File: config.mk
export PLATFORM = sky130hd
export DESIGN_NAME = barometric_pressure_compensation_core
export DESIGN_NICKNAME = d
export VERILOG_FILES = /design/src/bpc_pkg.sv /design/src/bpc_cfg.sv /design/src/bpc_ctrl.sv /design/src/bpc_dp.sv /design/src/barometric_pressure_compensation_core.sv
export SDC_FILE = /design/constraint.sdc
export NUM_CORES = 2
export LEC_CHECK = 0
export BUFFER_PORTS_ARGS = -buffer_cell sky130_fd_sc_hd__clkbuf_2
export CAP_MARGIN = 15
export CORE_ASPECT_RATIO = 0.9
export CORE_MARGIN = 1.5
export CORE_UTILIZATION = 38
export DETAILED_ROUTE_END_ITERATION = 10
export PLACE_DENSITY_LB_ADDON = 0.05
export REMOVE_ABC_BUFFERS = 1
export SKIP_LAST_GASP = 1
export SYNTH_ARGS = -nofsm -noshare
export SYNTH_HDL_FRONTEND = slang
export SYNTH_SLANG_ARGS = --single-unit
File: constraint.sdc
create_clock -name clk -period 11.91 [get_ports clk]
set_clock_uncertainty 0.2 [all_clocks]
set_input_delay 1.191 -clock clk [delete_from_list [all_inputs] [get_ports clk]]
set_output_delay 1.191 -clock clk [all_outputs]
set_load 0.02 [all_outputs]
File: src/bpc_pkg.sv
package bpc_pkg;

	// Datapath widths, all signed two's complement.
	localparam int DT_W   = 25;
	localparam int MUL_W  = 26;
	localparam int PROD_W = 2 * MUL_W;
	localparam int TEMP_W = 20;
	localparam int COEF_W = 36;
	localparam int ACC_W  = 60;
	localparam int DIFF_W = 41;
	localparam int PRES_W = 26;

	localparam logic [15:0] ABSENT_WORD = 16'hFFFF;

	localparam logic signed [TEMP_W-1:0] TEMP_BASE = 20'sd2000;
	// A compensated temperature in hundredths lands in -40..85 whole degrees
	// exactly when it lies in this window, since the division truncates.
	localparam logic signed [TEMP_W-1:0] TEMP_LO   = -20'sd4099;
	localparam logic signed [TEMP_W-1:0] TEMP_HI   = 20'sd8599;
	localparam logic signed [PRES_W-1:0] PRESS_LO  = 26'sd1000;
	localparam logic signed [PRES_W-1:0] PRESS_HI  = 26'sd120000;

	// Division by 100 as a multiplication by ceil(2^22/100), exact below 43690.
	localparam logic [15:0] DIV100_MUL = 16'd41944;
	localparam int DIV100_SHIFT = 22;

	// Configuration register indexes.
	localparam logic [2:0] CFG_FACTORY = 3'd0;
	localparam logic [2:0] CFG_C1      = 3'd1;
	localparam logic [2:0] CFG_C2      = 3'd2;
	localparam logic [2:0] CFG_C3      = 3'd3;
	localparam logic [2:0] CFG_C4      = 3'd4;
	localparam logic [2:0] CFG_C5      = 3'd5;
	localparam logic [2:0] CFG_C6      = 3'd6;

	// Sequencer steps, shared by the controller and the datapath.
	localparam logic [3:0] ST_IDLE = 4'd0;
	localparam logic [3:0] ST_TC6  = 4'd1;
	localparam logic [3:0] ST_DTSQ = 4'd2;
	localparam logic [3:0] ST_C4   = 4'd3;
	localparam logic [3:0] ST_C3   = 4'd4;
	localparam logic [3:0] ST_DEG  = 4'd5;
	localparam logic [3:0] ST_SLO  = 4'd6;
	localparam logic [3:0] ST_SHI  = 4'd7;
	localparam logic [3:0] ST_ACC  = 4'd8;
	localparam logic [3:0] ST_PDIV = 4'd9;
	localparam logic [3:0] ST_FIN  = 4'd10;

	typedef struct packed {
		logic [15:0] factory_word;
		logic [15:0] c1;
		logic [15:0] c2;
		logic [15:0] c3;
		logic [15:0] c4;
		logic [15:0] c5;
		logic [15:0] c6;
	} cal_t;

	typedef struct packed {
		logic       load;
		logic       finish;
		logic [3:0] step;
	} dp_cmd_t;

endpackage

File: src/bpc_cfg.sv
module bpc_cfg import bpc_pkg::*; (
	input  logic        clk,
	input  logic        arst_n,
	input  logic        cfg_valid,
	input  logic        cfg_ready,
	input  logic [2:0]  cfg_index,
	input  logic [15:0] cfg_data,
	output cal_t        cal
);

	cal_t cal_q;

	always_ff @(posedge clk or negedge arst_n) begin
		if (!arst_n) begin
			cal_q.factory_word <= ABSENT_WORD;
			cal_q.c1           <= '0;
			cal_q.c2           <= '0;
			cal_q.c3           <= '0;
			cal_q.c4           <= '0;
			cal_q.c5           <= '0;
			cal_q.c6           <= '0;
		end else if (cfg_valid && cfg_ready) begin
			case (cfg_index)
				CFG_FACTORY: cal_q.factory_word <= cfg_data;
				CFG_C1:      cal_q.c1 <= cfg_data;
				CFG_C2:      cal_q.c2 <= cfg_data;
				CFG_C3:      cal_q.c3 <= cfg_data;
				CFG_C4:      cal_q.c4 <= cfg_data;
				CFG_C5:      cal_q.c5 <= cfg_data;
				CFG_C6:      cal_q.c6 <= cfg_data;
				default:     cal_q <= cal_q;
			endcase
		end
	end

	assign cal = cal_q;

endmodule

File: src/bpc_ctrl.sv
module bpc_ctrl import bpc_pkg::*; (
	input  logic    clk,
	input  logic    arst_n,
	input  logic    s_valid,
	output logic    s_ready,
	output logic    m_valid,
	input  logic    m_ready,
	output dp_cmd_t cmd
);

	logic [3:0] state_q;
	logic [3:0] state_n;
	logic       out_valid_q;
	logic       accept;
	logic       finish;

	assign s_ready = (state_q == ST_IDLE);
	assign accept  = s_valid && s_ready;
	// The result register may be refilled in the cycle its word is taken.
	assign finish  = (state_q == ST_FIN) && (!out_valid_q || m_ready);

	always_comb begin
		state_n = state_q;
		case (state_q)
			ST_IDLE: if (accept) state_n = ST_TC6;
			ST_TC6:  state_n = ST_DTSQ;
			ST_DTSQ: state_n = ST_C4;
			ST_C4:   state_n = ST_C3;
			ST_C3:   state_n = ST_DEG;
			ST_DEG:  state_n = ST_SLO;
			ST_SLO:  state_n = ST_SHI;
			ST_SHI:  state_n = ST_ACC;
			ST_ACC:  state_n = ST_PDIV;
			ST_PDIV: state_n = ST_FIN;
			ST_FIN:  if (finish) state_n = ST_IDLE;
			default: state_n = ST_IDLE;
		endcase
	end

	always_ff @(posedge clk or negedge arst_n) begin
		if (!arst_n) begin
			state_q     <= ST_IDLE;
			out_valid_q <= 1'b0;
		end else begin
			state_q <= state_n;
			if (finish) begin
				out_valid_q <= 1'b1;
			end else if (m_ready) begin
				out_valid_q <= 1'b0;
			end
		end
	end

	assign m_valid    = out_valid_q;
	assign cmd.load   = accept;
	assign cmd.finish = finish;
	assign cmd.step   = state_q;

endmodule

File: src/bpc_dp.sv
module bpc_dp import bpc_pkg::*; (
	input  logic        clk,
	input  logic        arst_n,
	input  dp_cmd_t     cmd,
	input  cal_t        cal,
	input  logic [23:0] pressure_raw,
	input  logic [23:0] temperature_raw,
	output logic [7:0]  temperature_c,
	output logic [16:0] pressure_pa,
	output logic        temperature_updated,
	output logic        pressure_updated,
	output logic        sensor_absent
);

	localparam logic signed [PROD_W-1:0] BIAS23 = 52'sd8388607;
	localparam logic signed [PROD_W-1:0] BIAS8  = 52'sd255;
	localparam logic signed [PROD_W-1:0] BIAS7  = 52'sd127;
	localparam logic signed [ACC_W-1:0]  BIAS21 = 60'sd2097151;
	localparam logic signed [DIFF_W-1:0] BIAS15 = 41'sd32767;

	logic [23:0]               d1_q;
	logic signed [DT_W-1:0]    dt_q;
	logic signed [TEMP_W-1:0]  t1_q;
	logic signed [TEMP_W-1:0]  temp_q;
	logic signed [COEF_W-1:0]  off_q;
	logic signed [COEF_W-1:0]  sens_q;
	logic [7:0]                deg_q;
	logic signed [ACC_W-1:0]   acc_q;
	logic signed [DIFF_W-1:0]  pdiff_q;
	logic signed [PROD_W-1:0]  prod_q;
	logic [7:0]                held_temp_q;
	logic [16:0]               held_press_q;
	logic                      t_upd_q;
	logic                      p_upd_q;
	logic                      absent_q;

	logic signed [MUL_W-1:0]   mul_a;
	logic signed [MUL_W-1:0]   mul_b;
	logic signed [DT_W-1:0]    dt_n;
	logic signed [TEMP_W-1:0]  temp_neg;
	logic [13:0]               temp_mag;
	logic signed [PROD_W-1:0]  q23;
	logic signed [PROD_W-1:0]  q31;
	logic signed [PROD_W-1:0]  q7;
	logic signed [PROD_W-1:0]  q8;
	logic [7:0]                deg_mag;
	logic [7:0]                deg_n;
	logic signed [ACC_W-1:0]   prod_ext;
	logic signed [ACC_W-1:0]   q21;
	logic signed [DIFF_W-1:0]  q15;
	logic signed [PRES_W-1:0]  press_n;
	logic                      t_in;
	logic                      p_in;
	logic                      absent;

	assign dt_n = $signed({1'b0, temperature_raw}) - $signed({1'b0, cal.c5, 8'd0});

	assign temp_neg = -temp_q;
	assign temp_mag = temp_q[TEMP_W-1] ? temp_neg[13:0] : temp_q[13:0];

	// One shared signed multiplier; each step picks its operand pair.
	always_comb begin
		mul_a = '0;
		mul_b = '0;
		case (cmd.step)
			ST_TC6: begin
				mul_a = {dt_q[DT_W-1], dt_q};
				mul_b = {10'd0, cal.c6};
			end
			ST_DTSQ: begin
				mul_a = {dt_q[DT_W-1], dt_q};
				mul_b = {dt_q[DT_W-1], dt_q};
			end
			ST_C4: begin
				mul_a = {dt_q[DT_W-1], dt_q};
				mul_b = {10'd0, cal.c4};
			end
			ST_C3: begin
				mul_a = {dt_q[DT_W-1], dt_q};
				mul_b = {10'd0, cal.c3};
			end
			ST_DEG: begin
				mul_a = {12'd0, temp_mag};
				mul_b = {10'd0, DIV100_MUL};
			end
			ST_SLO: begin
				mul_a = {2'd0, d1_q};
				mul_b = {9'd0, sens_q[16:0]};
			end
			ST_SHI: begin
				mul_a = {2'd0, d1_q};
				mul_b = {{7{sens_q[COEF_W-1]}}, sens_q[COEF_W-1:17]};
			end
			default: begin
				mul_a = '0;
				mul_b = '0;
			end
		endcase
	end

	// Signed divisions by powers of two round toward zero: bias negatives first.
	assign q23 = (prod_q + (prod_q[PROD_W-1] ? BIAS23 : 52'sd0)) >>> 23;
	assign q31 = prod_q >>> 31;
	assign q7  = (prod_q + (prod_q[PROD_W-1] ? BIAS7 : 52'sd0)) >>> 7;
	assign q8  = (prod_q + (prod_q[PROD_W-1] ? BIAS8 : 52'sd0)) >>> 8;
	assign deg_mag  = prod_q[DIV100_SHIFT+7:DIV100_SHIFT];
	assign deg_n    = temp_q[TEMP_W-1] ? (8'd0 - deg_mag) : deg_mag;
	assign prod_ext = {{(ACC_W-PROD_W){prod_q[PROD_W-1]}}, prod_q};
	assign q21 = (acc_q + (acc_q[ACC_W-1] ? BIAS21 : 60'sd0)) >>> 21;
	assign q15 = (pdiff_q + (pdiff_q[DIFF_W-1] ? BIAS15 : 41'sd0)) >>> 15;
	assign press_n = q15[PRES_W-1:0];

	assign absent = (cal.factory_word == ABSENT_WORD);
	assign t_in   = (temp_q >= TEMP_LO) && (temp_q <= TEMP_HI);
	assign p_in   = (press_n >= PRESS_LO) && (press_n <= PRESS_HI);

	always_ff @(posedge clk) begin
		prod_q <= mul_a * mul_b;
		if (cmd.load) begin
			d1_q <= pressure_raw;
			dt_q <= dt_n;
		end
		case (cmd.step)
			ST_DTSQ: t1_q <= TEMP_BASE + $signed(q23[TEMP_W-1:0]);
			ST_C4: begin
				if (t1_q < TEMP_BASE) begin
					temp_q <= t1_q - $signed(q31[TEMP_W-1:0]);
				end else begin
					temp_q <= t1_q;
				end
			end
			ST_C3:   off_q <= $signed({4'd0, cal.c2, 16'd0}) + $signed(q7[COEF_W-1:0]);
			ST_DEG:  sens_q <= $signed({5'd0, cal.c1, 15'd0}) + $signed(q8[COEF_W-1:0]);
			ST_SLO:  deg_q <= deg_n;
			ST_SHI:  acc_q <= prod_ext;
			ST_ACC:  acc_q <= acc_q + (prod_ext <<< 17);
			ST_PDIV: pdiff_q <= $signed(q21[DIFF_W-1:0])
				- $signed({{(DIFF_W-COEF_W){off_q[COEF_W-1]}}, off_q});
			default: acc_q <= acc_q;
		endcase
	end

	always_ff @(posedge clk or negedge arst_n) begin
		if (!arst_n) begin
			held_temp_q  <= '0;
			held_press_q <= '0;
			t_upd_q      <= 1'b0;
			p_upd_q      <= 1'b0;
			absent_q     <= 1'b0;
		end else if (cmd.finish) begin
			absent_q <= absent;
			if (absent) begin
				held_temp_q  <= '0;
				held_press_q <= '0;
				t_upd_q      <= 1'b0;
				p_upd_q      <= 1'b0;
			end else begin
				t_upd_q <= t_in;
				p_upd_q <= p_in;
				if (t_in) begin
					held_temp_q <= deg_q;
				end
				if (p_in) begin
					held_press_q <= press_n[16:0];
				end
			end
		end
	end

	assign temperature_c       = held_temp_q;
	assign pressure_pa         = held_press_q;
	assign temperature_updated = t_upd_q;
	assign pressure_updated    = p_upd_q;
	assign sensor_absent       = absent_q;

endmodule

File: src/barometric_pressure_compensation_core.sv
// One word is processed at a time: one 26x26 multiplier serves seven operand pairs,
// then two add stages and a result stage, and the idle step takes the next word.
// A new input word is taken while the previous result still waits downstream.
// Reset is asynchronous, active low: held values and flags clear to zero and
// the factory word resets to all ones, so the sensor reads as absent.
module barometric_pressure_compensation_core import bpc_pkg::*; (
	input  logic        clk,
	input  logic        arst_n,
	input  logic        s_axis_tvalid,
	output logic        s_axis_tready,
	// [23:0] pressure_raw, [47:24] temperature_raw
	input  logic [47:0] s_axis_tdata,
	output logic        m_axis_tvalid,
	input  logic        m_axis_tready,
	// [7:0] temperature_c, [24:8] pressure_pa, [31:25] zero
	output logic [31:0] m_axis_tdata,
	// [0] temperature_updated, [1] pressure_updated, [2] sensor_absent
	output logic [2:0]  m_axis_tuser,
	input  logic        cfg_valid,
	output logic        cfg_ready,
	input  logic [2:0]  cfg_index,
	input  logic [15:0] cfg_data
);

	cal_t        cal;
	dp_cmd_t     cmd;
	logic [7:0]  temperature_c;
	logic [16:0] pressure_pa;
	logic        temperature_updated;
	logic        pressure_updated;
	logic        sensor_absent;

	assign cfg_ready = 1'b1;

	bpc_cfg u_cfg (
		.clk       (clk),
		.arst_n    (arst_n),
		.cfg_valid (cfg_valid),
		.cfg_ready (cfg_ready),
		.cfg_index (cfg_index),
		.cfg_data  (cfg_data),
		.cal       (cal)
	);

	bpc_ctrl u_ctrl (
		.clk     (clk),
		.arst_n  (arst_n),
		.s_valid (s_axis_tvalid),
		.s_ready (s_axis_tready),
		.m_valid (m_axis_tvalid),
		.m_ready (m_axis_tready),
		.cmd     (cmd)
	);

	bpc_dp u_dp (
		.clk                 (clk),
		.arst_n              (arst_n),
		.cmd                 (cmd),
		.cal                 (cal),
		.pressure_raw        (s_axis_tdata[23:0]),
		.temperature_raw     (s_axis_tdata[47:24]),
		.temperature_c       (temperature_c),
		.pressure_pa         (pressure_pa),
		.temperature_updated (temperature_updated),
		.pressure_updated    (pressure_updated),
		.sensor_absent       (sensor_absent)
	);

	assign m_axis_tdata = {7'd0, pressure_pa, temperature_c};
	assign m_axis_tuser = {sensor_absent, pressure_updated, temperature_updated};

endmodule

* After elaboration in Yosys (flattened, before gate mapping)
Cells that the tools add are included.
** Storage, ports and cells
- Register bits after elaboration :: 467
- Input port bits :: 72
** Operators by class
- Multiply operators :: 1
- Muxes and demuxes :: 22
- Reduce and logical (&&, ||, !) cells :: 24
- Order comparisons :: 5
- Equal/unequal tests :: 19
- $add $sub $neg :: 14
** Operators with widths (count)
- one-hot mux 26 bit (7 select lines) :: 1
- one-hot mux 60 bit (2 select lines) :: 1
- adder 43 bit :: 2
- one-hot mux 26 bit (3 select lines) :: 1
- adder 60 x 22 -> 60 bit :: 1
- adder 60 bit :: 1
- multiplier 26 x 26 -> 52 bit :: 1
- adder 44 x 9 -> 44 bit :: 1
- one-hot mux 4 bit (11 select lines) :: 1
- adder 41 bit :: 1
- subtractor 39 x 36 -> 40 bit :: 1
- adder 32 x 36 -> 36 bit :: 1
- adder 33 x 36 -> 36 bit :: 1
- 2-to-1 mux 17 bit :: 2
- 2-to-1 mux 8 bit :: 4
- greater-or-equal comparator 26 x 11 -> 1 bit, second input constant :: 1
- less-or-equal comparator 26 x 18 -> 1 bit, second input constant :: 1
- subtractor 24 x 24 -> 25 bit :: 1
- 2-to-1 mux 23 bit :: 1
- 2-to-1 mux 21 bit :: 1
- adder 12 x 20 -> 20 bit, first input constant :: 1
- greater-or-equal comparator 20 x 14 -> 1 bit, second input constant :: 1
- less-or-equal comparator 20 x 15 -> 1 bit, second input constant :: 1
- less-than comparator 20 x 12 -> 1 bit, second input constant :: 1
- 28 further kinds :: 56

* Depth between registers and ports, before layout
- Depth in word-level cells :: 6
- Mapped depth :: 37

* Cells and area by module
Synthesis repeated with hierarchy kept, for this count alone.
** Second synthesis, totals
- Cells, all modules :: 5437
- Area total of the unflattened synthesis :: 52251.4 sq um
** By module, submodules not included
- bpc_dp :: sequential area each 9819.4 sq um, cells each 5148, area each 47511.8 sq um, times used 1
- bpc_cfg :: sequential area each 2822.7 sq um, cells each 246, area each 4316.6 sq um, times used 1
- bpc_ctrl :: sequential area each 125.1 sq um, cells each 30, area each 332.8 sq um, times used 1
- barometric_pressure_compensation_core :: sequential area each 0.0 sq um, cells each 13, area each 90.1 sq um, times used 1

* Worst setup path before layout
No wires, ideal clock.
- Path kind :: reg2reg
- Start point :: register u_ctrl.state_q[0]
- End point :: register u_dp.prod_q[48]
- Stages on the path, launching flop included :: 30
- Data required time :: 11.583 ns
- Setup slack :: 1.863 ns
- Arrival time :: 9.720 ns
- Period minus slack after synthesis :: 10.047 ns
- Cells stage by stage :: dfrtp_1 clkbuf_1 nor3_1 clkbuf_1 a22oi_1 nand3_1 clkbuf_1 nand2_1 fa_1 inv_1 fa_1 fa_1 inv_1 fa_1 inv_1 fa_1 inv_1 fa_1 inv_1 ha_1 a21o_1 a211oi_1 nand2_1 a2111oi_2 o41ai_2 o21ai_0 a21oi_1 a311oi_2 o21ai_0 xor2_1
** Between the ends
- Longest elaborated chain between the ends :: 4
- Elaborated cells on any way between the ends :: 12
- Those cells by class :: mul: 1; eq/ne: 7; mux: 2; reduce/logical: 2
** Ends and longest elaborated chain
- start, declared :: line bpc_ctrl.sv:11 : logic [3:0] state_q;
- start signal, assigned :: line bpc_ctrl.sv:45 : state_q <= state_n;
- equality test 4 x 1 -> 1 bit, or another cell as far along :: line bpc_dp.sv:65 : case (cmd.step)
- OR reduction 4 bit (no source line) / OR reduction 2 bit (equally long branches)
- one-hot mux 26 bit (3 select lines) :: line bpc_dp.sv:65
- multiplier 26 x 26 -> 52 bit * :: line bpc_dp.sv:118 : prod_q <= mul_a * mul_b;
- end signal, assigned :: line bpc_dp.sv:118
- end, declared :: line bpc_dp.sv:30 : logic signed [PROD_W-1:0] prod_q;
Mark *: on every way between the ends. The rest lies on a longest branch, timed or not.
A chain may end at the register's enable or synchronous reset.

* Worst setup path in the final report
- Start point :: register u_ctrl.state_q[3]
- End point :: register u_dp.prod_q[50]
Same word-level chain as after synthesis.

==> out/results.ini <==
[worst_setup_path]
cp.arrival_ps = 11710
critical_path_required_ps = 12310
crit_type = reg2reg
cpLargestDelayFamily = adder cells
max_stage_delay_ps = 780
cp_num_buf_inv = 7
cp_max_fo = 16
cp-end-kind = flip-flop
critPathMostFrequentCell = fa_1
cp_slowest_cell = nor3_1
worst_setup_path_start_kind = flip-flop

[floorplan]
ioPinCount = 110
start_util_pct = 38.4
die_x_um = 393
rows = 128
core_area_mm2 = 0.136
fp.dieArea_mm2 = 0.139
die_y_um = 354

[detailed_routing]
vias = 39200
detail-route-antenna-nets = 0
drt-initial-drc-count = 2858
wl_per_cell_um = 24.7
first_pass_iters = 5
via_per_inst = 5.31
drc = 0
wirelength_um = 182000

[finish]
area_growth_pct = 9.87
fin_area_mm2 = 0.0573
finalNetCount = 6630
layout-drive-gt1-share_pct = 9.78
instances_no_fill = 7377

[synthesis]
syn_avg_cell_area_um2 = 9.64
yosysSeqAreaShare_pct = 24.5
synth_area_mm2 = 0.0521
netlist_instances = 5410
yosys-top-cells-area = fa_1 (27%), edfxtp_1 (15%), ha_1 (8.5%), inv_1 (6.4%), dfrtp_1 (6.2%)
ys.flop_type = edfxtp_1
synthDistinctLibCells = 100
yosysTopAreaCell = fa_1
async_flop_share_pct = 31.1
synth_most_common_cell = inv_1
synthTopCellsByCount = inv_1 (889), fa_1 (700), nand2_1 (650)
synth_top_cell_area_share_pct = 26.9
yosysWarnings = 0
synth_seq_cells = 466
synth_edf_count = 269

[clock_tree]
cts_tree = done
root_buffer = clkbuf_16
cts_inserted_buffers = 59
cts_htree_levels = 2
clk_pin_slew_ps = 60
cts_resized = 0
clk_latency_ps = 700
clock_path_buffers = 3
cts_sinks = 466
hold_buffers = 0
cts_setup_buffers = 0

[sta]
min_period_over_period_pct = 95.0
tightest_slew_ps = 1390
fin_crit_ps = 11310
setup_viol = 0
max_freq_ghz = 0.0884
drv_slew = 0
relSlewSlack_pct = 7.56
hold_viol_final = 0
grt_setup_unrepaired = no

[placed_design]
gp_congestion = 0.899
place_area_mm2 = 0.0552
portBuffers = 101
dp_hpwl_um = 145000
placed_cells = 7261

[global_route]
antenna_found_initial = 5
grt_max_degree = 91
grt_pass1_wl_um = 272000
overflow = 0
grt_usage_pct = 26.4
grt_pass1_vias = 40800

[outcome]
outcome = finished, final reports clean

[run]
max_cap_violations = 0

[hold_path]
hp-class = reg2reg

## per-stage QoR
stage	util, %	setup WS [ps]	TNS, ps	hold WS, ps
2_1_floorplan	-	-153	-216	243
3_3_place_gp	40.7	805	0	247
3_5_place_dp	40.7	716	0	250
4_1_cts	42.2	657	0	264
5_1_grt	42.2	49.1	0	277
6_report	42.2	600	0	261
## metal layers
metal / wire length [µm] / vias to the layer above / global-route usage (%) / part of all wire [%]
met2: 81700 / 1185 / 42.0 / 45
li1: - / 17900 / - / -
met4: 4760 / 2 / 6.83 / 2.6
met5: 142 / - / 0 / 0.078
met1: 84400 / 19900 / 37.4 / 46
met3: 11300 / 209 / 4.27 / 6.2
## worst reg2reg max path: cells and delay by family, from the launching register on
| family | cells | cell delay (ps) |
|---|---|---|
| buffers and inverters | 7 | 1510 |
| AOI/OAI and AO/OA | 5 | 1390 |
| and+or+nand+nor | 12 | 3610 |
| DFF | 1 | 550 |
| adders and majority gates | 8 | 3950 |
## layout make-up
class | count | area (µm²)
Clock buffer | 85 | 1770
Clock inverter | 27 | 244
Tap cell | 1820 | 2280
Multi-Input combinational cell | 3854 | 35400
Sequential cell | 466 | 12800
Timing Repair Buffer | 231 | 1530
Antenna cell | 3 | 7.51
Inverter | 891 | 3340
Fill cell | 13600 | 78500
## kinds of logic after synthesis
kind of cell / share of synthesized area (%)
XOR/XNOR: 5.83
AO/OA/AOI/OAI: 10.3
buffers and inverters: 8.01
other: 0.0144
flip-flops: 24.5
multiplexers: 2.60
AND/OR/NAND/NOR: 13.4
adder cells (fa/ha/maj): 35.4
## sequential cells by signal (all words and copies together) (netlist names), 20 cells and up
register and count:
u_dp.pdiff_q 40, u_cfg.cal 112, u_dp.acc_q 60, u_dp.temp_q 20
u_dp.d1_q 24, u_dp.prod_q 52, u_dp.dt_q 25, u_dp.sens_q 36
u_dp.off_q 36, u_dp.t1_q 20
## final timing paths
path	from	to	slack [ps]	cells past startpoint
max	u_ctrl.state_q[3]	u_dp.prod_q[50]	600	32
max in group asynchronous	arst_n	u_cfg.cal[76]	9690	2
min	u_dp.deg_q[5]	u_dp.temperature_c[5]	260	1
min reg2reg	u_dp.deg_q[5]	u_dp.temperature_c[5]	260	1
max reg2reg	u_ctrl.state_q[3]	u_dp.prod_q[50]	600	32
min in group asynchronous	arst_n	u_cfg.cal[22]	420	1
## cells in the final DEF (no fill, tap or decap), types with 38 or more instances in the layout
master       n
clkbuf_2   100
nand3_1    103
nor3_1      56
dfrtp_1    129
dfxtp_1     52
ha_1       355
mux2_2     117
inv_1      889
nand4_1     53
clkbuf_16   63
edfxtp_1   269
o21ai_0    153
nor2b_1     38
nand2_1    649
and2_1      51
nor2_1     390
a22oi_1     39
and3_1      44
buf_4      127
fa_1       700
xor2_1     102
a21o_1      99
xnor2_1    243
a21oi_1    180
Power is not shown: default switching activity piles up to over one toggle a cycle in this logic, so the estimate is an artifact.
